### src/packed_pattern_note_unpacker_defines.svh
// assertion macros for the packed pattern note unpacker
`ifndef PACKED_PATTERN_NOTE_UNPACKER_DEFINES_SVH
`define PACKED_PATTERN_NOTE_UNPACKER_DEFINES_SVH

// same-cycle implication, checked outside reset
`define PPNU_ASSERT_NOW(label, clk, rst_n, ante, cons, msg) \
    label: assert property (@(posedge clk) disable iff (!rst_n) (ante) |-> (cons)) \
        else $error(msg);

// next-cycle implication, checked outside reset
`define PPNU_ASSERT_NEXT(label, clk, rst_n, ante, cons, msg) \
    label: assert property (@(posedge clk) disable iff (!rst_n) (ante) |=> (cons)) \
        else $error(msg);

`endif

### src/ppnu_pkg.sv
// shared types, codes and period table of the note unpacker
`timescale 1ns / 1ps

package ppnu_pkg;

    localparam logic [7:0] LEAD_EMPTY  = 8'h80;
    localparam logic [7:0] LEAD_REPEAT = 8'hC0;
    localparam int unsigned STANDARD_ENTRIES = 37;

    typedef enum logic [1:0] {
        PH_LEAD,
        PH_SECOND,
        PH_THIRD
    } phase_t;

    typedef enum logic [1:0] {
        KIND_EMPTY,
        KIND_REPEAT,
        KIND_FULL
    } kind_t;

    // one classified entry as it waits in the queue
    typedef struct packed {
        kind_t      kind;
        logic [7:0] lead;
        logic [7:0] second;
        logic [7:0] param;
    } entry_t;

    // one unpacked note as kept per voice
    typedef struct packed {
        logic [4:0]  sample;
        logic [11:0] period;
        logic [3:0]  cmd;
        logic [7:0]  param;
    } note_t;

    // standard tracker period table, zero at index zero and past the last entry
    function automatic logic [11:0] period_lookup(input logic [6:0] idx);
        logic [11:0] per;
        case (idx)
            7'd1:  per = 12'd856;
            7'd2:  per = 12'd808;
            7'd3:  per = 12'd762;
            7'd4:  per = 12'd720;
            7'd5:  per = 12'd678;
            7'd6:  per = 12'd640;
            7'd7:  per = 12'd604;
            7'd8:  per = 12'd570;
            7'd9:  per = 12'd538;
            7'd10: per = 12'd508;
            7'd11: per = 12'd480;
            7'd12: per = 12'd453;
            7'd13: per = 12'd428;
            7'd14: per = 12'd404;
            7'd15: per = 12'd381;
            7'd16: per = 12'd360;
            7'd17: per = 12'd339;
            7'd18: per = 12'd320;
            7'd19: per = 12'd302;
            7'd20: per = 12'd285;
            7'd21: per = 12'd269;
            7'd22: per = 12'd254;
            7'd23: per = 12'd240;
            7'd24: per = 12'd226;
            7'd25: per = 12'd214;
            7'd26: per = 12'd202;
            7'd27: per = 12'd190;
            7'd28: per = 12'd180;
            7'd29: per = 12'd170;
            7'd30: per = 12'd160;
            7'd31: per = 12'd151;
            7'd32: per = 12'd143;
            7'd33: per = 12'd135;
            7'd34: per = 12'd127;
            7'd35: per = 12'd120;
            7'd36: per = 12'd113;
            default: per = 12'd0;
        endcase
        return per;
    endfunction

endpackage

### src/packed_pattern_note_unpacker.sv
// top level of the packed pattern note unpacker
`timescale 1ns / 1ps

// takes the packed pattern stream one beat per byte and gives one note beat
// per entry: 0x80 gives an empty note, 0xc0 repeats the last full note of the
// current voice, any other lead byte is followed by two more bytes and forms a
// full note whose period comes from the standard tracker period table; note
// indexes at or past PERIOD_ENTRIES give period zero with bad_note set. the
// voice counts 0 to VOICES-1 over entries and the channel port carries its
// low two bits. a byte is taken every cycle while the queue is not full; a
// completed entry is written into the two-entry queue and then into the
// builder's output register, which gives the note beat. the gatherer only
// stalls when the queue is full, which happens only while the note side holds
// off ready, so the sustained rate is one byte per clock.

`include "packed_pattern_note_unpacker_defines.svh"

module packed_pattern_note_unpacker
    import ppnu_pkg::*;
#(
    parameter int VOICES         = 4,
    parameter int PERIOD_ENTRIES = 37
)
(
    input  logic        clk,
    input  logic        rst_n,
    input  logic        data_valid,
    output logic        data_ready,
    input  logic [7:0]  data_byte,
    output logic        note_valid,
    input  logic        note_ready,
    output logic [1:0]  channel,
    output logic [4:0]  sample_number,
    output logic [11:0] period,
    output logic [3:0]  effect_command,
    output logic [7:0]  effect_param,
    output logic        bad_note
);

    // voice index width, at least one bit
    localparam int CH_W    = (VOICES > 1) ? $clog2(VOICES) : 1;
    localparam int ENTRY_W = $bits(entry_t) + CH_W;

    logic            q_push;
    logic            q_pop;
    logic            q_empty;
    logic            q_full;
    entry_t          push_entry;
    logic [CH_W-1:0] push_ch;
    entry_t          pop_entry;
    logic [CH_W-1:0] pop_ch;
    logic [ENTRY_W-1:0] q_wdata;
    logic [ENTRY_W-1:0] q_rdata;

    // front: gather bytes into entries and tag each with its voice
    ppnu_front #(
        .VOICES (VOICES),
        .CH_W   (CH_W)
    ) u_front (
        .clk        (clk),
        .rst_n      (rst_n),
        .byte_valid (data_valid),
        .byte_data  (data_byte),
        .q_full     (q_full),
        .byte_ready (data_ready),
        .push       (q_push),
        .push_entry (push_entry),
        .push_ch    (push_ch)
    );

    assign q_wdata = {push_entry, push_ch};

    // decoupling queue
    ppnu_queue #(
        .W (ENTRY_W)
    ) u_queue (
        .clk       (clk),
        .rst_n     (rst_n),
        .push      (q_push),
        .push_data (q_wdata),
        .pop       (q_pop),
        .pop_data  (q_rdata),
        .empty     (q_empty),
        .full      (q_full)
    );

    assign {pop_entry, pop_ch} = q_rdata;

    // back: build the note, keep per-voice history, hold the output beat
    ppnu_back #(
        .VOICES         (VOICES),
        .PERIOD_ENTRIES (PERIOD_ENTRIES),
        .CH_W           (CH_W)
    ) u_back (
        .clk            (clk),
        .rst_n          (rst_n),
        .q_empty        (q_empty),
        .q_entry        (pop_entry),
        .q_ch           (pop_ch),
        .pop            (q_pop),
        .note_valid     (note_valid),
        .note_ready     (note_ready),
        .channel        (channel),
        .sample_number  (sample_number),
        .period         (period),
        .effect_command (effect_command),
        .effect_param   (effect_param),
        .bad_note       (bad_note)
    );

    // queue never overflows or underflows
    `PPNU_ASSERT_NOW(a_no_push_full, clk, rst_n, q_push, !q_full, "push into full queue")
    `PPNU_ASSERT_NOW(a_no_pop_empty, clk, rst_n, q_pop, !q_empty, "pop from empty queue")
    // an out-of-table note never carries a period
    `PPNU_ASSERT_NOW(a_bad_no_period, clk, rst_n, note_valid && bad_note, period == 12'd0,
        "bad note with nonzero period")
    // a pop always lands in the output register
    `PPNU_ASSERT_NEXT(a_pop_valid, clk, rst_n, q_pop, note_valid, "popped entry not shown")

endmodule

### src/ppnu_front.sv
// byte gatherer: collects entries, classifies them and tags the voice
`timescale 1ns / 1ps

module ppnu_front
    import ppnu_pkg::*;
#(
    parameter int VOICES = 4,
    parameter int CH_W   = 2
)
(
    input  logic            clk,
    input  logic            rst_n,
    input  logic            byte_valid,
    input  logic [7:0]      byte_data,
    input  logic            q_full,
    output logic            byte_ready,
    output logic            push,
    output entry_t          push_entry,
    output logic [CH_W-1:0] push_ch
);

    phase_t          phase_reg, phase_next;
    logic [7:0]      lead_reg, lead_next;
    logic [7:0]      second_reg, second_next;
    logic [CH_W-1:0] ch_reg, ch_next;
    logic            take;

    assign byte_ready = !q_full;
    assign take       = byte_valid && !q_full;
    assign push_ch    = ch_reg;

    always_ff @(posedge clk or negedge rst_n)
    begin
        if (!rst_n)
        begin
            phase_reg  <= PH_LEAD;
            lead_reg   <= '0;
            second_reg <= '0;
            ch_reg     <= '0;
        end
        else
        begin
            phase_reg  <= phase_next;
            lead_reg   <= lead_next;
            second_reg <= second_next;
            ch_reg     <= ch_next;
        end
    end

    always_comb
    begin
        phase_next  = phase_reg;
        lead_next   = lead_reg;
        second_next = second_reg;
        push        = 1'b0;
        push_entry  = '{kind: KIND_EMPTY, lead: 8'd0, second: 8'd0, param: 8'd0};
        if (take)
        begin
            case (phase_reg)
                PH_SECOND:
                begin
                    second_next = byte_data;
                    phase_next  = PH_THIRD;
                end
                PH_THIRD:
                begin
                    push       = 1'b1;
                    push_entry = '{kind: KIND_FULL, lead: lead_reg,
                                   second: second_reg, param: byte_data};
                    phase_next = PH_LEAD;
                end
                default:
                begin
                    phase_next = PH_LEAD;
                    if (byte_data == LEAD_EMPTY)
                    begin
                        push = 1'b1;
                    end
                    else if (byte_data == LEAD_REPEAT)
                    begin
                        push            = 1'b1;
                        push_entry.kind = KIND_REPEAT;
                    end
                    else
                    begin
                        lead_next  = byte_data;
                        phase_next = PH_SECOND;
                    end
                end
            endcase
        end
    end

    // voice advances after every complete entry
    always_comb
    begin
        ch_next = ch_reg;
        if (push)
        begin
            if (ch_reg == CH_W'(VOICES - 1))
                ch_next = '0;
            else
                ch_next = ch_reg + 1'b1;
        end
    end

endmodule

### src/ppnu_queue.sv
// two-entry queue between the gatherer and the note builder
`timescale 1ns / 1ps

module ppnu_queue #(
    parameter int W = 8
)
(
    input  logic         clk,
    input  logic         rst_n,
    input  logic         push,
    input  logic [W-1:0] push_data,
    input  logic         pop,
    output logic [W-1:0] pop_data,
    output logic         empty,
    output logic         full
);

    logic [W-1:0] slot_reg [2];
    logic         wr_ptr_reg, wr_ptr_next;
    logic         rd_ptr_reg, rd_ptr_next;
    logic [1:0]   count_reg, count_next;

    assign empty    = (count_reg == 2'd0);
    assign full     = (count_reg == 2'd2);
    assign pop_data = slot_reg[rd_ptr_reg];

    always_comb
    begin
        wr_ptr_next = push ? !wr_ptr_reg : wr_ptr_reg;
        rd_ptr_next = pop ? !rd_ptr_reg : rd_ptr_reg;
        count_next  = count_reg + {1'b0, push} - {1'b0, pop};
    end

    always_ff @(posedge clk or negedge rst_n)
    begin
        if (!rst_n)
        begin
            wr_ptr_reg <= 1'b0;
            rd_ptr_reg <= 1'b0;
            count_reg  <= 2'd0;
        end
        else
        begin
            wr_ptr_reg <= wr_ptr_next;
            rd_ptr_reg <= rd_ptr_next;
            count_reg  <= count_next;
        end
    end

    always_ff @(posedge clk)
    begin
        if (push)
            slot_reg[wr_ptr_reg] <= push_data;
    end

endmodule

### src/ppnu_back.sv
// note builder: period lookup, per-voice note store and output register
`timescale 1ns / 1ps

module ppnu_back
    import ppnu_pkg::*;
#(
    parameter int VOICES         = 4,
    parameter int PERIOD_ENTRIES = 37,
    parameter int CH_W           = 2
)
(
    input  logic            clk,
    input  logic            rst_n,
    input  logic            q_empty,
    input  entry_t          q_entry,
    input  logic [CH_W-1:0] q_ch,
    output logic            pop,
    output logic            note_valid,
    input  logic            note_ready,
    output logic [1:0]      channel,
    output logic [4:0]      sample_number,
    output logic [11:0]     period,
    output logic [3:0]      effect_command,
    output logic [7:0]      effect_param,
    output logic            bad_note
);

    note_t      store_reg [VOICES];
    logic       valid_reg, valid_next;
    note_t      note_reg, note_next;
    logic [1:0] ch_reg;
    logic       bad_reg, bad_next;
    note_t      full_note;
    logic [6:0] idx;
    logic       idx_bad;

    assign pop = !q_empty && (!valid_reg || note_ready);

    assign idx     = q_entry.lead[7:1];
    assign idx_bad = (idx >= 7'(PERIOD_ENTRIES));

    always_comb
    begin
        full_note.sample = {q_entry.second[7], q_entry.second[6:4], q_entry.lead[0]};
        full_note.period = idx_bad ? 12'd0 : period_lookup(idx);
        full_note.cmd    = q_entry.second[3:0];
        full_note.param  = q_entry.param;
    end

    always_comb
    begin
        valid_next = valid_reg && !note_ready;
        note_next  = note_reg;
        bad_next   = bad_reg;
        if (pop)
        begin
            valid_next = 1'b1;
            case (q_entry.kind)
                KIND_FULL:
                begin
                    note_next = full_note;
                    bad_next  = idx_bad;
                end
                KIND_REPEAT:
                begin
                    note_next = store_reg[q_ch];
                    bad_next  = 1'b0;
                end
                default:
                begin
                    note_next = '0;
                    bad_next  = 1'b0;
                end
            endcase
        end
    end

    always_ff @(posedge clk or negedge rst_n)
    begin
        if (!rst_n)
        begin
            valid_reg <= 1'b0;
            for (int v = 0; v < VOICES; v++)
                store_reg[v] <= '0;
        end
        else
        begin
            valid_reg <= valid_next;
            if (pop && q_entry.kind == KIND_FULL)
                store_reg[q_ch] <= full_note;
        end
    end

    always_ff @(posedge clk)
    begin
        note_reg <= note_next;
        bad_reg  <= bad_next;
        if (pop)
            ch_reg <= 2'(q_ch);
    end

    assign note_valid     = valid_reg;
    assign channel        = ch_reg;
    assign sample_number  = note_reg.sample;
    assign period         = note_reg.period;
    assign effect_command = note_reg.cmd;
    assign effect_param   = note_reg.param;
    assign bad_note       = bad_reg;

endmodule
### config.mk
export PLATFORM = sky130hd
export DESIGN_NAME = packed_pattern_note_unpacker
export DESIGN_NICKNAME = d
export VERILOG_FILES = /design/src/ppnu_pkg.sv /design/src/packed_pattern_note_unpacker.sv /design/src/ppnu_front.sv /design/src/ppnu_queue.sv /design/src/ppnu_back.sv
export VERILOG_INCLUDE_DIRS = /design/src /design/src/src
export SDC_FILE = /design/constraint.sdc
export NUM_CORES = 1
export LEC_CHECK = 0
export BUFFER_PORTS_ARGS = -buffer_cell sky130_fd_sc_hd__clkbuf_2
export CAP_MARGIN = 20
export CORE_MARGIN = 10
export CORE_UTILIZATION = 32
export DETAILED_ROUTE_END_ITERATION = 12
export SLEW_MARGIN = 20
export SYNTH_ARGS = -nofsm -noshare
export SYNTH_HDL_FRONTEND = slang
export SYNTH_SLANG_ARGS = --single-unit
### constraint.sdc
create_clock -name clk -period 9.9 [get_ports clk]
set_input_delay 1.485 -clock clk [delete_from_list [all_inputs] [get_ports clk]]
set_output_delay 1.485 -clock clk [all_outputs]
set_load 0.05 [all_outputs]
Word level (Yosys, flattened, before mapping). Memory sizes are Yosys's and may differ from the RTL's. Cells that the tools add are included.

Logic and storage cells: 91. Memories kept: 2. ROM bits: 640. Register bits after elaboration: 173. Bits in writable memories: 56.

Muxes and demuxes: 25. Eq/ne operators: 8. Bitwise logic cells: 4. Add/sub/neg operators: 3. Reductions and logical operators: 16. $lt $le $gt $ge: 3.

Memory list: (name not given) (words 64, bits a word 10, read ports 1, clocked after memory_dff 0, wr ports 0, RTL line ppnu_pkg.sv:41) `case (idx)`; u_queue.slot_reg (words 2, bits a word 28, read ports 1, clocked after memory_dff 0, wr ports 1, RTL line ppnu_queue.sv:18) `logic [W-1:0] slot_reg [2];`.

Operators with widths (number): bitwise mux 116 bit (1); 2-to-1 mux 29 bit (3); binary-select mux 29 bit (select 2 bit) (1); demux 29 bit (select 2 bit) (1); one-hot mux 29 bit (2 select lines) (1); 2-to-1 mux 26 bit (1); 2-to-1 mux 12 bit (2); 2-to-1 mux 24 bit (1); equality test 8 bit, second input constant (2); equality test 2 bit, second input constant (4); 2-to-1 mux 1 bit (8); one-hot mux 2 bit (2 select lines) (2); greater-or-equal comparator 7 x 6 -> 1 bit, second input constant (1); logical NOT 1 bit (6); 2-to-1 mux 2 bit (3); logical AND 1 bit (5); equality test 2 x 1 -> 1 bit, second input constant (2); AND reduction 4 bit (1); greater-or-equal comparator 3 bit, second input constant (1); less-than comparator 3 x 1 -> 1 bit, second input constant (1); inverter 1 bit (3); inverter 2 -> 3 bit (1); adder 2 x 1 -> 2 bit (1); adder 2 x 1 -> 2 bit, second input constant (1); 6 further kinds (6).

Depth between registers and ports, before layout.
Word-level depth: 7. Gate-level depth with buffers: 13. Gate-level depth less buffers: 8.

Hierarchy. A second synthesis with hierarchy kept.

Cell total of the unflattened synthesis: 681. Area, all modules: 10171.0 sq um.

Modules (own cells, without submodules): ppnu_back (cells an instance 488, area each 6844.1 sq um, times used 1, seq. area each 3628.5 sq um); ppnu_queue (cells an instance 102, area each 2264.7 sq um, times used 1, seq. area each 1781.7 sq um); ppnu_front (cells an instance 91, area each 1062.3 sq um, times used 1, seq. area each 500.5 sq um).

Worst setup path before layout. No wires, ideal clock.

Kind: input -> register. Start point: input port data_byte[2]. End point: memory u_queue.slot_reg[0][0] (netlist bit) (enable). Buffers on the path: 0. Library setup time: 448 ps. Setup slack: 5110 ps. Arrival time: 4342 ps. Stages on the path: 4. Cell sequence: or4b_1 nor4_2 mux2i_1 nor3_1.

Word-level cells in the longest chain between the ends: 7. Elaborated cells on any way between the ends: 8. Those cells by class: eq/ne (2); mux (6).

RTL lines: start, declared (RTL line packed_pattern_note_unpacker.sv:29) `input logic [7:0] data_byte,`; equality test 8 bit (RTL line ppnu_front.sv:79) `else if (byte_data == LEAD_REPEAT)`; 2-to-1 mux 1 bit (RTL line ppnu_front.sv:79); 2-to-1 mux 1 bit (*) (RTL line ppnu_front.sv:75) `if (byte_data == LEAD_EMPTY)`; one-hot mux 1 bit (2 select lines) (*) (RTL line ppnu_front.sv:59) `case (phase_reg)`; 2-to-1 mux 1 bit (*) (RTL line ppnu_front.sv:57) `if (take)`; 2-to-1 mux 1 bit (*) (RTL line ppnu_queue.sv:52) `if (push)`; 2-to-1 mux 1 bit (implied by the code) (*) (RTL line ppnu_queue.sv:53) `slot_reg[wr_ptr_reg] <= push_data;`; end, declared (RTL line ppnu_queue.sv:18).

Every way passes the cells marked *; elsewhere a longest branch is shown, timed or not.

Worst setup path in the final report.
Start point: register u_queue.rd_ptr_reg. End point: register u_back.note_reg (netlist bit u_back.period[0]), data pin.

Word-level cells in the longest chain between the ends: 6. Elaborated cells on any way between the ends: 12. Those cells by class: order compare (1); eq/ne (2); mux (6); bitwise (1); memory (2).

RTL lines: start, declared (RTL line ppnu_queue.sv:20) `logic rd_ptr_reg, rd_ptr_next;`; start signal, assigned (RTL line ppnu_queue.sv:45) `rd_ptr_reg <= rd_ptr_next;`; memory read (2 x 28 bit) (*); parallel branches: the longest is 4 deep, another holds memory read (64 x 10 bit); one-hot mux 29 bit (2 select lines) (*) (RTL line ppnu_back.sv:58) `case (q_entry.kind)`; end signal, assigned (RTL line ppnu_back.sv:96) `note_reg <= note_next;`; end, declared (RTL line ppnu_back.sv:30) `note_t note_reg, note_next;`.

Every way passes the cells marked *. The select of a mux whose other input is x is not followed. A chain may end at the register's enable or synchronous reset.

==> impl_metrics.csv <==
group,metric,value,unit
run_status,status,"completed",
power,pwr-share-seq,39.4,%
drt,routedWlPerCell,18.2,um
worst_setup_path,cp_max_fo,65,
hold_path,hold_path_class,"flip-flop to flip-flop",
finish,largest_register_ffs,108,
sta,max-slew-margin-rel,39.2,%
placed_design,dpl.cell_count,1262,
worst_setup_path,crit_path_end,"u_back.period[0]",
finish,final-seq-area,5910,um^2
power,switchingPower,0.00138,W
sta,skew,0.0295,ns
power,internal-power,0.00226,W
clock_network,cts_tree,"yes",
power,leakage,4.76,nW
sta,tightest_slew,0.912,ns
sta,hold_viol,0,
logic_synthesis,yosysWarnings,0,
grt,grt_pass1_wl,37600,um
logic_synthesis,synth_edf_count,86,
finish,multi_input_area,4030,um^2
worst_setup_path,path_cells,"buf_4 > mux2i_1 > inv_1 > ha_1 > nor2b_1 > o221ai_1 > o21ai_0 > a31oi_1 > o21ai_0",
power,p_per_area,314,nW/um^2
sta,post-route-min-period,3.70,ns
finish,antennaDiodeCount,0,
sta,rsz0062_at_grt,"no",
finish,layoutNonFillerInstCount,1308,
finish,nFillCells,3081,
logic_synthesis,synth_area_per_cell,11.9,um^2
finish,fin_nets,914,
drt,drtAntennaViolNets,0,
floorplan,fp-row-count,65,
power,vdd_ir_drop_max,0.161,mV
drt,drt_iter0_markers,480,
finish,areaGrowthSynthToFinish,13.3,%
power,switching_share,37.9,%
drt,drt_pass1_iterations,5,
floorplan,die_h,199,um
logic_synthesis,synth_ff_type,"dfrtp_1",
logic_synthesis,synth_cell_types,68,
worst_setup_path,crit_type,"flip-flop to flip-flop",
drt,drc,0,
worst_setup_path,path_common_cell,"o21ai_0",
drt,vias,6639,
worst_setup_path,cp-end-kind,"flip-flop",
finish,final_common_cell,"nand2_1",
floorplan,die_x,199,um
flow_run,maxCapViolCount,0,
clock_network,cts-resized-gates,0,
placed_design,port_buffers,43,
clock_network,post_cts_buffers,0,
clock_network,clock_sinks,219,
sta,fin_crit_sh,37.4,%
sta,finalMaxSlewViolations,0,
placed_design,gp_congestion,0.903,
clock_network,clk_latency,0.53,ns
finish,layout_common_cells,"nand2_1 (143), dfrtp_1 (132), o21ai_0 (95)",
grt,first_global_vias,6584,
drt,avgViaCountPerCell,5.08,
clock_network,path_clk_slew,0.06,ns
grt,gr-usage-all-layers,12.0,%
floorplan,core-area,31600,um^2
floorplan,ios,46,
worst_setup_path,cp-start-kind,"flip-flop",
placed_design,place_hpwl,15600,um
clock_network,clockBufferDepth,3,
logic_synthesis,async_flop_share,60.7,%
clock_network,htree_levels,1,
sta,setup-tns-final,0,ns
worst_setup_path,reg2reg_to,"u_back.period[0]",
grt,grt_max_degree,78,
worst_setup_path,max_stage_delay,0.62,ns
logic_synthesis,synth.area.top_cells,"dfrtp_1 (33%), edfxtp_1 (25%), mux4_2 (6.0%)",
power,clkPwrFrac,23.2,%
grt,grt_overflow,0,
drt,wl,23800,um
sta,clock.fmax,270,MHz
logic_synthesis,yosys.area.top_type_share,32.6,%
clock_network,cts_made_buffers,25,
logic_synthesis,yosysTopAreaCell,"dfrtp_1",
sta,setup_violations,0,
grt,antenna_found_initial,0,
logic_synthesis,syn_inst,858,
clock_network,hold_buffers,0,
worst_setup_path,required,10.15,ns
worst_setup_path,rr_worst_depth,9,
floorplan,start_util,32.4,%
finish,drive_above_1_share,19.2,%
worst_setup_path,critPathSlowestCell,"buf_4",
worst_setup_path,r2r_start,"u_queue.rd_ptr_reg",
logic_synthesis,syn_area,10200,um^2
worst_setup_path,cp-startpoint,"u_queue.rd_ptr_reg",
worst_setup_path,worst-r2r-setup-slack,6.20,ns
worst_setup_path,arrival,3.95,ns
power,p_comb_share,37.4,%
logic_synthesis,yosys_register_bits,219,
logic_synthesis,synth-seq-area-share,57.8,%
floorplan,dieArea,39500,um^2
clock_network,root_buffer,"clkbuf_16",
## worst max-delay path, delay by kind of cell, from the launching register on
kind	cells	cell delay, ns
compound gates	4	1.06
buf+inv	2	0.85
mux	1	0.56
fa+ha+maj	1	0.39
flops	1	0.33
simple gates	1	0.19
## layout make-up
class	instances	share of cell area [%]
flip-flops and latches	219	51.1
multi-input cells	573	34.8
well taps	402	4.34
inverters	15	0.486
clock inverters	7	0.454
clock buffers	38	6.08
repair buffers	54	2.80
## cell usage after synthesis (4+ instances only)
master,n
or2_2,5
a211oi_1,6
buf_2,10
nand2_1,143
ha_1,14
buf_4,4
edfxtp_1,86
inv_1,15
nor2_1,38
nand2b_1,4
o31ai_1,7
clkbuf_1,34
a21oi_1,35
o21ai_0,95
mux4_2,27
nor2b_1,23
xor2_1,4
mux2i_1,33
mux2_2,39
dfrtp_1,133
o211ai_1,7
a211o_1,4
and2_1,28
## cells by family after synthesis
kind of cell    share of synthesized area, %
buf+inv                                 2.88
xor+xnor                               0.600
mux                                     13.7
flops                                   57.8
compound gates                          11.0
other cells                           0.0367
fa+ha+maj                               1.71
simple gates                            12.2
## layer usage
metal / GRT usage (%) / wire (um) / up-vias / share of wire (%)
met2: 18.3 / 10500 / 197 / 44
met3: 1.89 / 1320 / 42 / 5.5
met4: 3.42 / 503 / 0 / 2.1
li1: - / - / 3147 / -
met5: 0 / 0 / - / 0
met1: 17.1 / 11500 / 3253 / 48
## per-stage QoR
stage / instance area, um^2 / total power (W) / hold WS, ns / utilization [%] / worst slack (ns)
finish: 11600 / 0.00364 / 0.470 / 36.7 / 6.20
global route: 11600 / 0.00387 / 0.501 / 36.7 / 5.96
CTS: 11600 / 0.00367 / 0.477 / 36.6 / 6.27
detailed placement: 10800 / 0.00281 / 0.463 / 34.2 / 5.80
global placement: 10800 / 0.00279 / 0.456 / 34.2 / 5.85
floorplan: 10200 / 0.00246 / 0.442 / - / 5.11
## how the worst min path moves through the flow
stage | slack (ns) | start | to | depth (start not counted)
after floorplan | 0.44 | u_back.store_reg[50] | u_back.store_reg[50] | 2
after global placement | 0.46 | u_back.store_reg[21] | u_back.store_reg[21] | 2
after detailed placement | 0.46 | u_back.store_reg[50] | u_back.store_reg[50] | 2
after CTS | 0.48 | u_back.store_reg[50] | u_back.store_reg[50] | 2
after global routing | 0.50 | u_back.store_reg[85] | u_back.store_reg[85] | 2
final | 0.47 | u_back.store_reg[50] | u_back.store_reg[50] | 2
## power groups by stage
| stage | Combinational [W] | Clock (W) | Sequential, W |
|---|---|---|---|
| after detailed placement | 0.00136 | 0 | 0.00145 |
| after CTS | 0.00137 | 0.000865 | 0.00143 |
| after floorplan | 0.000854 | 0 | 0.00160 |
| final | 0.00136 | 0.000844 | 0.00143 |
| after global routing | 0.00149 | 0.000904 | 0.00147 |
| after global placement | 0.00135 | 0 | 0.00144 |
No activity file was read; power rests on OpenSTA's default activity.
